`src/hdl/srhe_pkg.sv`:
```
package srhe_pkg;

   localparam int RECORD_BYTES_DEF = 16;
   localparam int PC_W = 4;

   localparam logic [1:0] MODE_START  = 2'd0;
   localparam logic [1:0] MODE_DATA   = 2'd1;
   localparam logic [1:0] MODE_FINISH = 2'd2;
   localparam logic [1:0] MODE_UNUSED = 2'd3;

   localparam logic [PC_W-1:0] PC_S1 = 4'd0;
   localparam logic [PC_W-1:0] PC_S9 = 4'd14;

   localparam logic [7:0] CHR_S  = 8'h53;
   localparam logic [7:0] CHR_1  = 8'h31;
   localparam logic [7:0] CHR_9  = 8'h39;
   localparam logic [7:0] CHR_CR = 8'h0D;
   localparam logic [7:0] CHR_LF = 8'h0A;

   localparam logic [7:0] S9_COUNT = 8'd3;

   typedef enum logic [2:0] {
      SRC_CONST,
      SRC_CNT,
      SRC_AHI,
      SRC_ALO,
      SRC_DATA,
      SRC_CHK
   } src_type;

   typedef enum logic [2:0] {
      JMP_NEXT,
      JMP_GOTO,
      JMP_LOOP,
      JMP_SKIP,
      JMP_END
   } jmp_type;

   typedef struct packed {
      src_type         src;
      logic            hi_nib;
      logic [7:0]      chr;
      logic            last;
      jmp_type         jmp;
      logic [PC_W-1:0] target;
   } ctl_type;

   typedef struct packed {
      logic        start;
      logic        s9;
      logic [7:0]  cnt;
      logic [15:0] addr;
      logic [7:0]  sum;
   } start_type;

   function automatic ctl_type cw(src_type src, logic hi_nib, logic [7:0] chr, logic last,
                                  jmp_type jmp, logic [PC_W-1:0] target);
      ctl_type w;
      w.src    = src;
      w.hi_nib = hi_nib;
      w.chr    = chr;
      w.last   = last;
      w.jmp    = jmp;
      w.target = target;
      return w;
   endfunction

   // record program: S1 at PC_S1, S9 at PC_S9 reusing the S1 tail
   function automatic ctl_type rom_word(logic [PC_W-1:0] pc);
      ctl_type w;
      case (pc)
         4'd0:    w = cw(SRC_CONST, 1'b0, CHR_S,  1'b0, JMP_NEXT, 4'd0);
         4'd1:    w = cw(SRC_CONST, 1'b0, CHR_1,  1'b0, JMP_NEXT, 4'd0);
         4'd2:    w = cw(SRC_CNT,   1'b1, 8'h00,  1'b0, JMP_NEXT, 4'd0);
         4'd3:    w = cw(SRC_CNT,   1'b0, 8'h00,  1'b0, JMP_NEXT, 4'd0);
         4'd4:    w = cw(SRC_AHI,   1'b1, 8'h00,  1'b0, JMP_NEXT, 4'd0);
         4'd5:    w = cw(SRC_AHI,   1'b0, 8'h00,  1'b0, JMP_NEXT, 4'd0);
         4'd6:    w = cw(SRC_ALO,   1'b1, 8'h00,  1'b0, JMP_NEXT, 4'd0);
         4'd7:    w = cw(SRC_ALO,   1'b0, 8'h00,  1'b0, JMP_SKIP, 4'd10);
         4'd8:    w = cw(SRC_DATA,  1'b1, 8'h00,  1'b0, JMP_NEXT, 4'd0);
         4'd9:    w = cw(SRC_DATA,  1'b0, 8'h00,  1'b0, JMP_LOOP, 4'd8);
         4'd10:   w = cw(SRC_CHK,   1'b1, 8'h00,  1'b0, JMP_NEXT, 4'd0);
         4'd11:   w = cw(SRC_CHK,   1'b0, 8'h00,  1'b0, JMP_NEXT, 4'd0);
         4'd12:   w = cw(SRC_CONST, 1'b0, CHR_CR, 1'b0, JMP_NEXT, 4'd0);
         4'd13:   w = cw(SRC_CONST, 1'b0, CHR_LF, 1'b1, JMP_END,  4'd0);
         4'd14:   w = cw(SRC_CONST, 1'b0, CHR_S,  1'b0, JMP_NEXT, 4'd0);
         4'd15:   w = cw(SRC_CONST, 1'b0, CHR_9,  1'b0, JMP_GOTO, 4'd2);
         default: w = cw(SRC_CONST, 1'b0, CHR_LF, 1'b1, JMP_END,  4'd0);
      endcase
      return w;
   endfunction

   function automatic logic [7:0] hex_char(logic [3:0] nib);
      logic [7:0] c;
      if (nib < 4'd10) begin
         c = 8'h30 + {4'd0, nib};
      end else begin
         c = 8'h37 + {4'd0, nib};
      end
      return c;
   endfunction

endpackage

```
`src/hdl/srhe_sequencer.sv`:
```
module srhe_sequencer #(
   parameter int RECORD_BYTES = srhe_pkg::RECORD_BYTES_DEF,
   localparam int CW = $clog2(RECORD_BYTES + 1),
   localparam int IW = (RECORD_BYTES > 1) ? $clog2(RECORD_BYTES) : 1
) (
   input  logic                clock,
   input  logic                reset,
   input  srhe_pkg::start_type start_i,
   input  logic [CW-1:0]       nbytes_i,
   output logic [IW-1:0]       rd_idx,
   input  logic [7:0]          rd_data,
   output logic                busy,
   output logic                rsp_tvalid,
   input  logic                rsp_tready,
   output logic [7:0]          rsp_tdata,
   output logic                rsp_tlast
);

   localparam int PW = srhe_pkg::PC_W;

   logic                      run_ff, run_in;
   logic [srhe_pkg::PC_W-1:0] pc_ff, pc_in;
   logic [CW-1:0]             idx_ff, idx_in;
   logic [CW-1:0]             nb_ff, nb_in;
   logic [7:0]                cnt_ff, cnt_in;
   logic [15:0]               addr_ff, addr_in;
   logic [7:0]                chk_ff, chk_in;
   logic                      rsp_valid_ff, rsp_valid_in;
   logic [7:0]                rsp_data_ff, rsp_data_in;
   logic                      rsp_last_ff, rsp_last_in;

   srhe_pkg::ctl_type word;
   logic [7:0]        sel_byte;
   logic [3:0]        nib;
   logic [7:0]        chr;
   logic [CW-1:0]     idx_nx;
   logic              step;

   always_comb begin
      word = srhe_pkg::rom_word(pc_ff);
      case (word.src)
         srhe_pkg::SRC_CNT:  sel_byte = cnt_ff;
         srhe_pkg::SRC_AHI:  sel_byte = addr_ff[15:8];
         srhe_pkg::SRC_ALO:  sel_byte = addr_ff[7:0];
         srhe_pkg::SRC_DATA: sel_byte = rd_data;
         srhe_pkg::SRC_CHK:  sel_byte = chk_ff;
         default:            sel_byte = 8'h00;
      endcase
      nib = word.hi_nib ? sel_byte[7:4] : sel_byte[3:0];
      chr = (word.src == srhe_pkg::SRC_CONST) ? word.chr : srhe_pkg::hex_char(nib);
      idx_nx = idx_ff + CW'(1);
      step = run_ff && (!rsp_valid_ff || rsp_tready);

      run_in       = run_ff;
      pc_in        = pc_ff;
      idx_in       = idx_ff;
      nb_in        = nb_ff;
      cnt_in       = cnt_ff;
      addr_in      = addr_ff;
      chk_in       = chk_ff;
      rsp_valid_in = rsp_valid_ff && !rsp_tready;
      rsp_data_in  = rsp_data_ff;
      rsp_last_in  = rsp_last_ff;

      if (step) begin
         rsp_valid_in = 1'b1;
         rsp_data_in  = chr;
         rsp_last_in  = word.last;
         case (word.jmp)
            srhe_pkg::JMP_GOTO: pc_in = word.target;
            srhe_pkg::JMP_LOOP: begin
               if (idx_nx < nb_ff) begin
                  idx_in = idx_nx;
                  pc_in  = word.target;
               end else begin
                  pc_in = pc_ff + PW'(1);
               end
            end
            srhe_pkg::JMP_SKIP: begin
               if (nb_ff == '0) begin
                  pc_in = word.target;
               end else begin
                  pc_in = pc_ff + PW'(1);
               end
            end
            srhe_pkg::JMP_END:  run_in = 1'b0;
            default:            pc_in = pc_ff + PW'(1);
         endcase
      end

      if (start_i.start) begin
         run_in  = 1'b1;
         pc_in   = start_i.s9 ? srhe_pkg::PC_S9 : srhe_pkg::PC_S1;
         idx_in  = '0;
         nb_in   = nbytes_i;
         cnt_in  = start_i.cnt;
         addr_in = start_i.addr;
         chk_in  = ~(start_i.cnt + start_i.addr[15:8] + start_i.addr[7:0] + start_i.sum);
      end
   end

   always_ff @(posedge clock) begin
      if (reset) begin
         run_ff       <= 1'b0;
         pc_ff        <= '0;
         idx_ff       <= '0;
         rsp_valid_ff <= 1'b0;
      end else begin
         run_ff       <= run_in;
         pc_ff        <= pc_in;
         idx_ff       <= idx_in;
         rsp_valid_ff <= rsp_valid_in;
      end
   end

   always_ff @(posedge clock) begin
      nb_ff       <= nb_in;
      cnt_ff      <= cnt_in;
      addr_ff     <= addr_in;
      chk_ff      <= chk_in;
      rsp_data_ff <= rsp_data_in;
      rsp_last_ff <= rsp_last_in;
   end

   assign rd_idx     = idx_ff[IW-1:0];
   assign busy       = run_ff;
   assign rsp_tvalid = rsp_valid_ff;
   assign rsp_tdata  = rsp_data_ff;
   assign rsp_tlast  = rsp_last_ff;

endmodule

```
`src/hdl/srecord_hex_encoder_top.sv`:
```
// channel | dir | tdata (low bit up)            | tuser | tlast
// req_    | in  | address[15:0], data_byte[7:0] | mode  | section_last
// rsp_    | out | character[7:0]                | -     | record_end
//
// One character per cycle while rsp_tready is high; an S1 record of n bytes
// is 12 + 2n chars, S9 is 12, set by the microcode sequencer stepping once per char.
// An item that starts a record holds req_tready low while the record is sequenced, so the
// next item is taken only once that record's LF is in the output register.
// Items that emit nothing leave req_tready high. req_tready is low while a record is sequenced
// and rises when its LF enters the output register.
// Synchronous active-high reset empties the buffer; buffer contents are not reset.
// rsp_tready low stalls the sequencer; the output register holds its item.
module srecord_hex_encoder_top #(
   parameter int RECORD_BYTES = srhe_pkg::RECORD_BYTES_DEF
) (
   input  logic        clock,
   input  logic        reset,
   input  logic        req_tvalid,
   output logic        req_tready,
   input  logic [23:0] req_tdata,   // address[15:0], data_byte[23:16]
   input  logic [1:0]  req_tuser,   // mode
   input  logic        req_tlast,   // section_last
   output logic        rsp_tvalid,
   input  logic        rsp_tready,
   output logic [7:0]  rsp_tdata,   // character
   output logic        rsp_tlast    // record_end
);

   localparam int CW = $clog2(RECORD_BYTES + 1);
   localparam int IW = (RECORD_BYTES > 1) ? $clog2(RECORD_BYTES) : 1;

   logic [CW-1:0] count_ff, count_in;
   logic [15:0]   addr_ff, addr_in;
   logic [7:0]    sum_ff, sum_in;
   logic [7:0]    buf_ff [RECORD_BYTES];

   srhe_pkg::start_type start;
   logic [CW-1:0]       nbytes;
   logic [IW-1:0]       rd_idx;
   logic                busy;
   logic                accept;
   logic [15:0]         req_addr;
   logic [7:0]          req_byte;
   logic [CW-1:0]       count_nx;
   logic [7:0]          sum_nx;
   logic                buf_we;

   assign req_addr   = req_tdata[15:0];
   assign req_byte   = req_tdata[23:16];
   assign req_tready = !busy;
   assign accept     = req_tvalid && !busy;
   assign count_nx   = count_ff + CW'(1);
   assign sum_nx     = sum_ff + req_byte;

   always_comb begin
      count_in   = count_ff;
      addr_in    = addr_ff;
      sum_in     = sum_ff;
      buf_we     = 1'b0;
      start      = '0;
      start.addr = addr_ff;
      start.sum  = sum_ff;
      start.cnt  = 8'(count_ff) + 8'd3;
      nbytes     = count_ff;
      if (accept) begin
         case (req_tuser)
            srhe_pkg::MODE_START: begin
               start.start = (count_ff != '0);
               count_in    = '0;
               sum_in      = 8'h00;
               addr_in     = req_addr;
            end
            srhe_pkg::MODE_DATA: begin
               buf_we = 1'b1;
               if (count_nx == CW'(RECORD_BYTES) || req_tlast) begin
                  start.start = 1'b1;
                  start.cnt   = 8'(count_nx) + 8'd3;
                  start.sum   = sum_nx;
                  nbytes      = count_nx;
                  addr_in     = addr_ff + 16'(count_nx);
                  count_in    = '0;
                  sum_in      = 8'h00;
               end else begin
                  count_in = count_nx;
                  sum_in   = sum_nx;
               end
            end
            srhe_pkg::MODE_FINISH: begin
               start.start = 1'b1;
               start.s9    = 1'b1;
               start.cnt   = srhe_pkg::S9_COUNT;
               start.addr  = req_addr;
               start.sum   = 8'h00;
               nbytes      = '0;
               count_in    = '0;
               sum_in      = 8'h00;
            end
            default: begin
            end
         endcase
      end
   end

   always_ff @(posedge clock) begin
      if (reset) begin
         count_ff <= '0;
         addr_ff  <= 16'h0000;
         sum_ff   <= 8'h00;
      end else begin
         count_ff <= count_in;
         addr_ff  <= addr_in;
         sum_ff   <= sum_in;
      end
   end

   always_ff @(posedge clock) begin
      if (buf_we) begin
         buf_ff[count_ff[IW-1:0]] <= req_byte;
      end
   end

   srhe_sequencer #(
      .RECORD_BYTES(RECORD_BYTES)
   ) u_seq (
      .clock      (clock),
      .reset      (reset),
      .start_i    (start),
      .nbytes_i   (nbytes),
      .rd_idx     (rd_idx),
      .rd_data    (buf_ff[rd_idx]),
      .busy       (busy),
      .rsp_tvalid (rsp_tvalid),
      .rsp_tready (rsp_tready),
      .rsp_tdata  (rsp_tdata),
      .rsp_tlast  (rsp_tlast)
   );

endmodule

```
`config.mk`:
```
export PLATFORM = sky130hd
export DESIGN_NAME = srecord_hex_encoder_top
export DESIGN_NICKNAME = d
export VERILOG_FILES = /design/src/hdl/srhe_pkg.sv /design/src/hdl/srhe_sequencer.sv /design/src/hdl/srecord_hex_encoder_top.sv
export SDC_FILE = /design/constraint.sdc
export NUM_CORES = 1
export LEC_CHECK = 0
export BUFFER_PORTS_ARGS = -buffer_cell sky130_fd_sc_hd__buf_4
export CAP_MARGIN = 20
export CELL_PAD_IN_SITES_DETAIL_PLACEMENT = 1
export CELL_PAD_IN_SITES_GLOBAL_PLACEMENT = 2
export CORE_MARGIN = 2
export CORE_UTILIZATION = 40
export CTS_CLUSTER_DIAMETER = 60
export DETAILED_ROUTE_END_ITERATION = 10
export PLACE_DENSITY = 0.84
export SLEW_MARGIN = 20
export SYNTH_ARGS = -nofsm -noshare
export SYNTH_HDL_FRONTEND = slang
export SYNTH_HIERARCHICAL = 1
export SYNTH_SLANG_ARGS = --single-unit
```
`constraint.sdc`:
```
create_clock -name clock -period 6.1 [get_ports clock]
set_input_delay 0.61 -clock clock [delete_from_list [all_inputs] [get_ports clock]]
set_output_delay 0.61 -clock clock [all_outputs]
set_load 0.02 [all_outputs]
```
==> flow_summary_export.csv <==
group,metric,value,unit
status,status,"completed",
finish,final_common_cell,"edfxtp_1",
clock_network,clockBufferDepth,3,
clock_network,clk_pin_slew_worst_paths,60,ps
grt,grt_pass1_vias,7714,
pwr,power_density,293,nW/um^2
setup_path,crit_path_top_delay_cell,"dfxtp_1",
clock_network,tritoncts,"yes",
min_path,worstHoldPathType,"primary input to flip-flop",
sta,tightest_slew,944,ps
place,gp_congestion,0.914,
setup_path,path_max_fanout,13,
grt,grt_usage,0.200,
routing,routedWlPerCell,23.0,um
setup_path,crit_top_cell,"fa_1",
yosys,synth_cells,859,
yosys,synth_seq_area_share,0.549,
setup_path,end_kind,"flip-flop",
sta,setup_viol,0,
yosys,async_reset_ff_frac,0,
routing,drc,0,
yosys,synth_flop_cell,"edfxtp_1",
clock_network,numCtsBuffers,27,
clock_network,cts_sinks,227,
sta,fin_setup_tns,0,ps
floorplan,coreArea,27900,sq um
grt,grt_pass1_wl,46.6,mm
pwr,leakage,0.00454,uW
floorplan,die_width,173,um
setup_path,worstPathRequired,6400,ps
floorplan,start_util,0.410,
yosys,synthesis.area,11400,sq um
sta,hold_slack,400,ps
finish,final_net_count,978,
setup_path,start_kind,"flip-flop",
finish,area_growth,13.0,%
grt,grt_remaining_overflow,0,
yosys,synth_cell_types,89,
yosys,synth_edf_count,173,
sta,hold_viol_final,0,
finish,antenna_cells,0,
sta,finalCritPeriodShare,0.832,
setup_path,crit_arrival,5380,ps
routing,vias,7324,
sta,fmax,197,MHz
place,pre_cts_slack,1140,ps
routing,dr.pass1.iters,5,
floorplan,die-area,30000,sq um
setup_path,crit_chain,"ha_1, xor2_1, and2_0, a31o_1, inv_6, nor3_2, buf_4, a22o_1, fa_1, fa_1, ha_1, fa_1, a21o_1, a21oi_1, o21bai_1, a21oi_1, xnor2_1",
sta,slew_viol_final,0,
yosys,syn_area_per_cell,13.3,sq um
routing,drtAntennaViolNets,0,
grt,grt_max_degree,45,
place,hpwl,20.7,mm
yosys,synth-seq-cells,227,
finish,fill_cells,2927,
clock_network,hold_buffers,0,
routing,first_iter_violations,656,
sta,rsz0062_at_grt,"false",
sta,finalCriticalPeriod,5080,ps
floorplan,ioPinCount,42,
sta,relSlewSlack,0.366,
routing,viasPerCell,5.68,
clock_network,clock_latency,550,ps
clock_network,cts_setup_buffers,0,
routing,drt_wl_total,29.6,mm
place,portBuffers,40,
setup_path,slowest_delay,620,ps
finish,final_cell_mix,"173 x edfxtp_1, 53 x dfxtp_1, 48 x buf_4",
clock_network,htreeDepth,1,
finish,drive_gt1_frac,0.192,
clock_network,cts-resized-gates,0,
grt,grt_antenna_before_repair,0,
setup_path,critPathTopFamily,"adder cells",
yosys,ys_warn_count,6,
floorplan,fp.dieH,173,um
clock_network,cts_root_buffer,"clkbuf_16",
sta,fin_worst_skew,21.2,ps
sta,fin_ws,1020,ps
setup_path,path_buf_inv,2,
run,maxCapViolations,0,
setup_path,critPathKind,"flip-flop to flip-flop",
floorplan,rows,61,
pwr,vdd_ir_drop_max,0.164,mV
## worst paths after layout
| kind | end | slack (ps) | depth (start not counted) | from |
|---|---|---|---|---|
| worst max-delay path | u_seq/chk_ff[7]$_DFFE_PP_ | 1020 | 17 | count_ff[2]$_SDFFE_PP0P_ |
| worst min-delay path | addr_ff[3]$_SDFFE_PP0P_ | 400 | 3 | req_tdata[3] |
| worst max register to register | u_seq/chk_ff[7]$_DFFE_PP_ | 1020 | 17 | count_ff[2]$_SDFFE_PP0P_ |
| worst min register to register | addr_ff[15]$_SDFFE_PP0P_ | 510 | 2 | addr_ff[15]$_SDFFE_PP0P_ |
## Yosys cell counts (3+ instances only)
cell	n	area [sq um]
edfxtp_1	173	5190
dfxtp_1	54	1080
nor2_1	42	158
mux4_2	41	923
ha_1	40	500
nand2_1	39	146
a21oi_1	37	185
inv_1	37	139
o21ai_0	32	160
xnor2_1	25	219
clkbuf_1	20	75.1
and3_1	17	106
nor3_1	17	85.1
fa_1	16	320
mux2_2	16	180
nand3_1	16	80.1
nor2b_1	14	87.6
a22oi_1	12	90.1
buf_4	11	82.6
xor2_1	11	96.3
nand2b_1	10	62.6
nor4_1	10	62.6
a22o_1	9	78.8
a211oi_1	8	60.1
buf_2	8	40.0
o21a_1	8	60.1
a21o_1	7	52.6
a221oi_1	7	61.3
and2_1	7	43.8
buf_6	7	78.8
mux2i_1	7	70.1
o31ai_1	6	45.0
o211ai_1	5	37.5
o21ai_1	5	25.0
o21bai_1	5	37.5
a31oi_1	4	25.0
mux2_1	4	45.0
nand3b_1	4	30.0
nand4_1	4	25.0
o22ai_1	4	25.0
a21boi_1	3	22.5
## per-stage QoR
stage                     total power [uW]  cell area, sq um  utilization  cells
after floorplan                       2040             11500            -    862
after global placement                2170             12000        0.430   1240
after detailed placement              2180             12000        0.430   1240
after CTS                             3830             12900        0.463   1290
after global routing                  3920             12900        0.463   1290
final                                 3790             12900        0.463   1290
## per-layer routing
| metal | GRT usage | up-vias | part of all wire | wire length (um) |
|---|---|---|---|---|
| met1 | 0.275 | 3704 | 0.44 | 13100 |
| met2 | 0.328 | 223 | 0.48 | 14200 |
| met5 | 0 | - | 0 | 0 |
| met4 | 0.0636 | 0 | 0.027 | 791 |
| met3 | 0.0277 | 47 | 0.051 | 1520 |
| li1 | - | 3350 | - | - |
## cells by family (layout without fill, tap and decap cells)
group	Yosys count	count (layout)	share of synthesized area
compound gates	179	179	0.109
fa+ha+maj	57	57	0.0727
mux	68	68	0.107
simple gates	202	202	0.0950
buf+inv	87	137	0.0381
other cells	2	5	0.000656
xor+xnor	37	37	0.0290
flops	227	227	0.549
## flip-flops by register name, summed over array words and instances (netlist names), 7 cells and up
name             count
buf_ff             128
sum_ff               8
u_seq/chk_ff         8
addr_ff             16
u_seq/rsp_tdata      7
u_seq/addr_ff       16
u_seq/word          14
u_seq/cnt_ff         8
## worst reg2reg max path, stage by stage (launching register included)
cell	delay, ps
dfxtp_1	620
ha_1	370
xor2_1	180
and2_0	170
a31o_1	460
inv_6	90
nor3_2	170
buf_4	210
a22o_1	220
fa_1	430
fa_1	490
ha_1	250
fa_1	410
a21o_1	200
a21oi_1	240
o21bai_1	90
a21oi_1	180
xnor2_1	80
## power breakdown
group	switching [uW]	leakage (uW)	internal (uW)	total, uW
clock network	668	0.000442	977	1650
registers	36.6	0.00200	1710	1750
logic	240	0.00209	157	397
total	944	0.00454	2850	3790
## layout make-up
type,count,area [sq um],area share
tap,378,473,0.0366
sequential,227,6280,0.486
clock buffer,33,718,0.0556
inverter,39,151,0.0117
timing repair buffer,48,360,0.0279
multi-input combinational,548,4750,0.367
clock inverter,17,198,0.0153
Power figures use the tool's default switching activity.
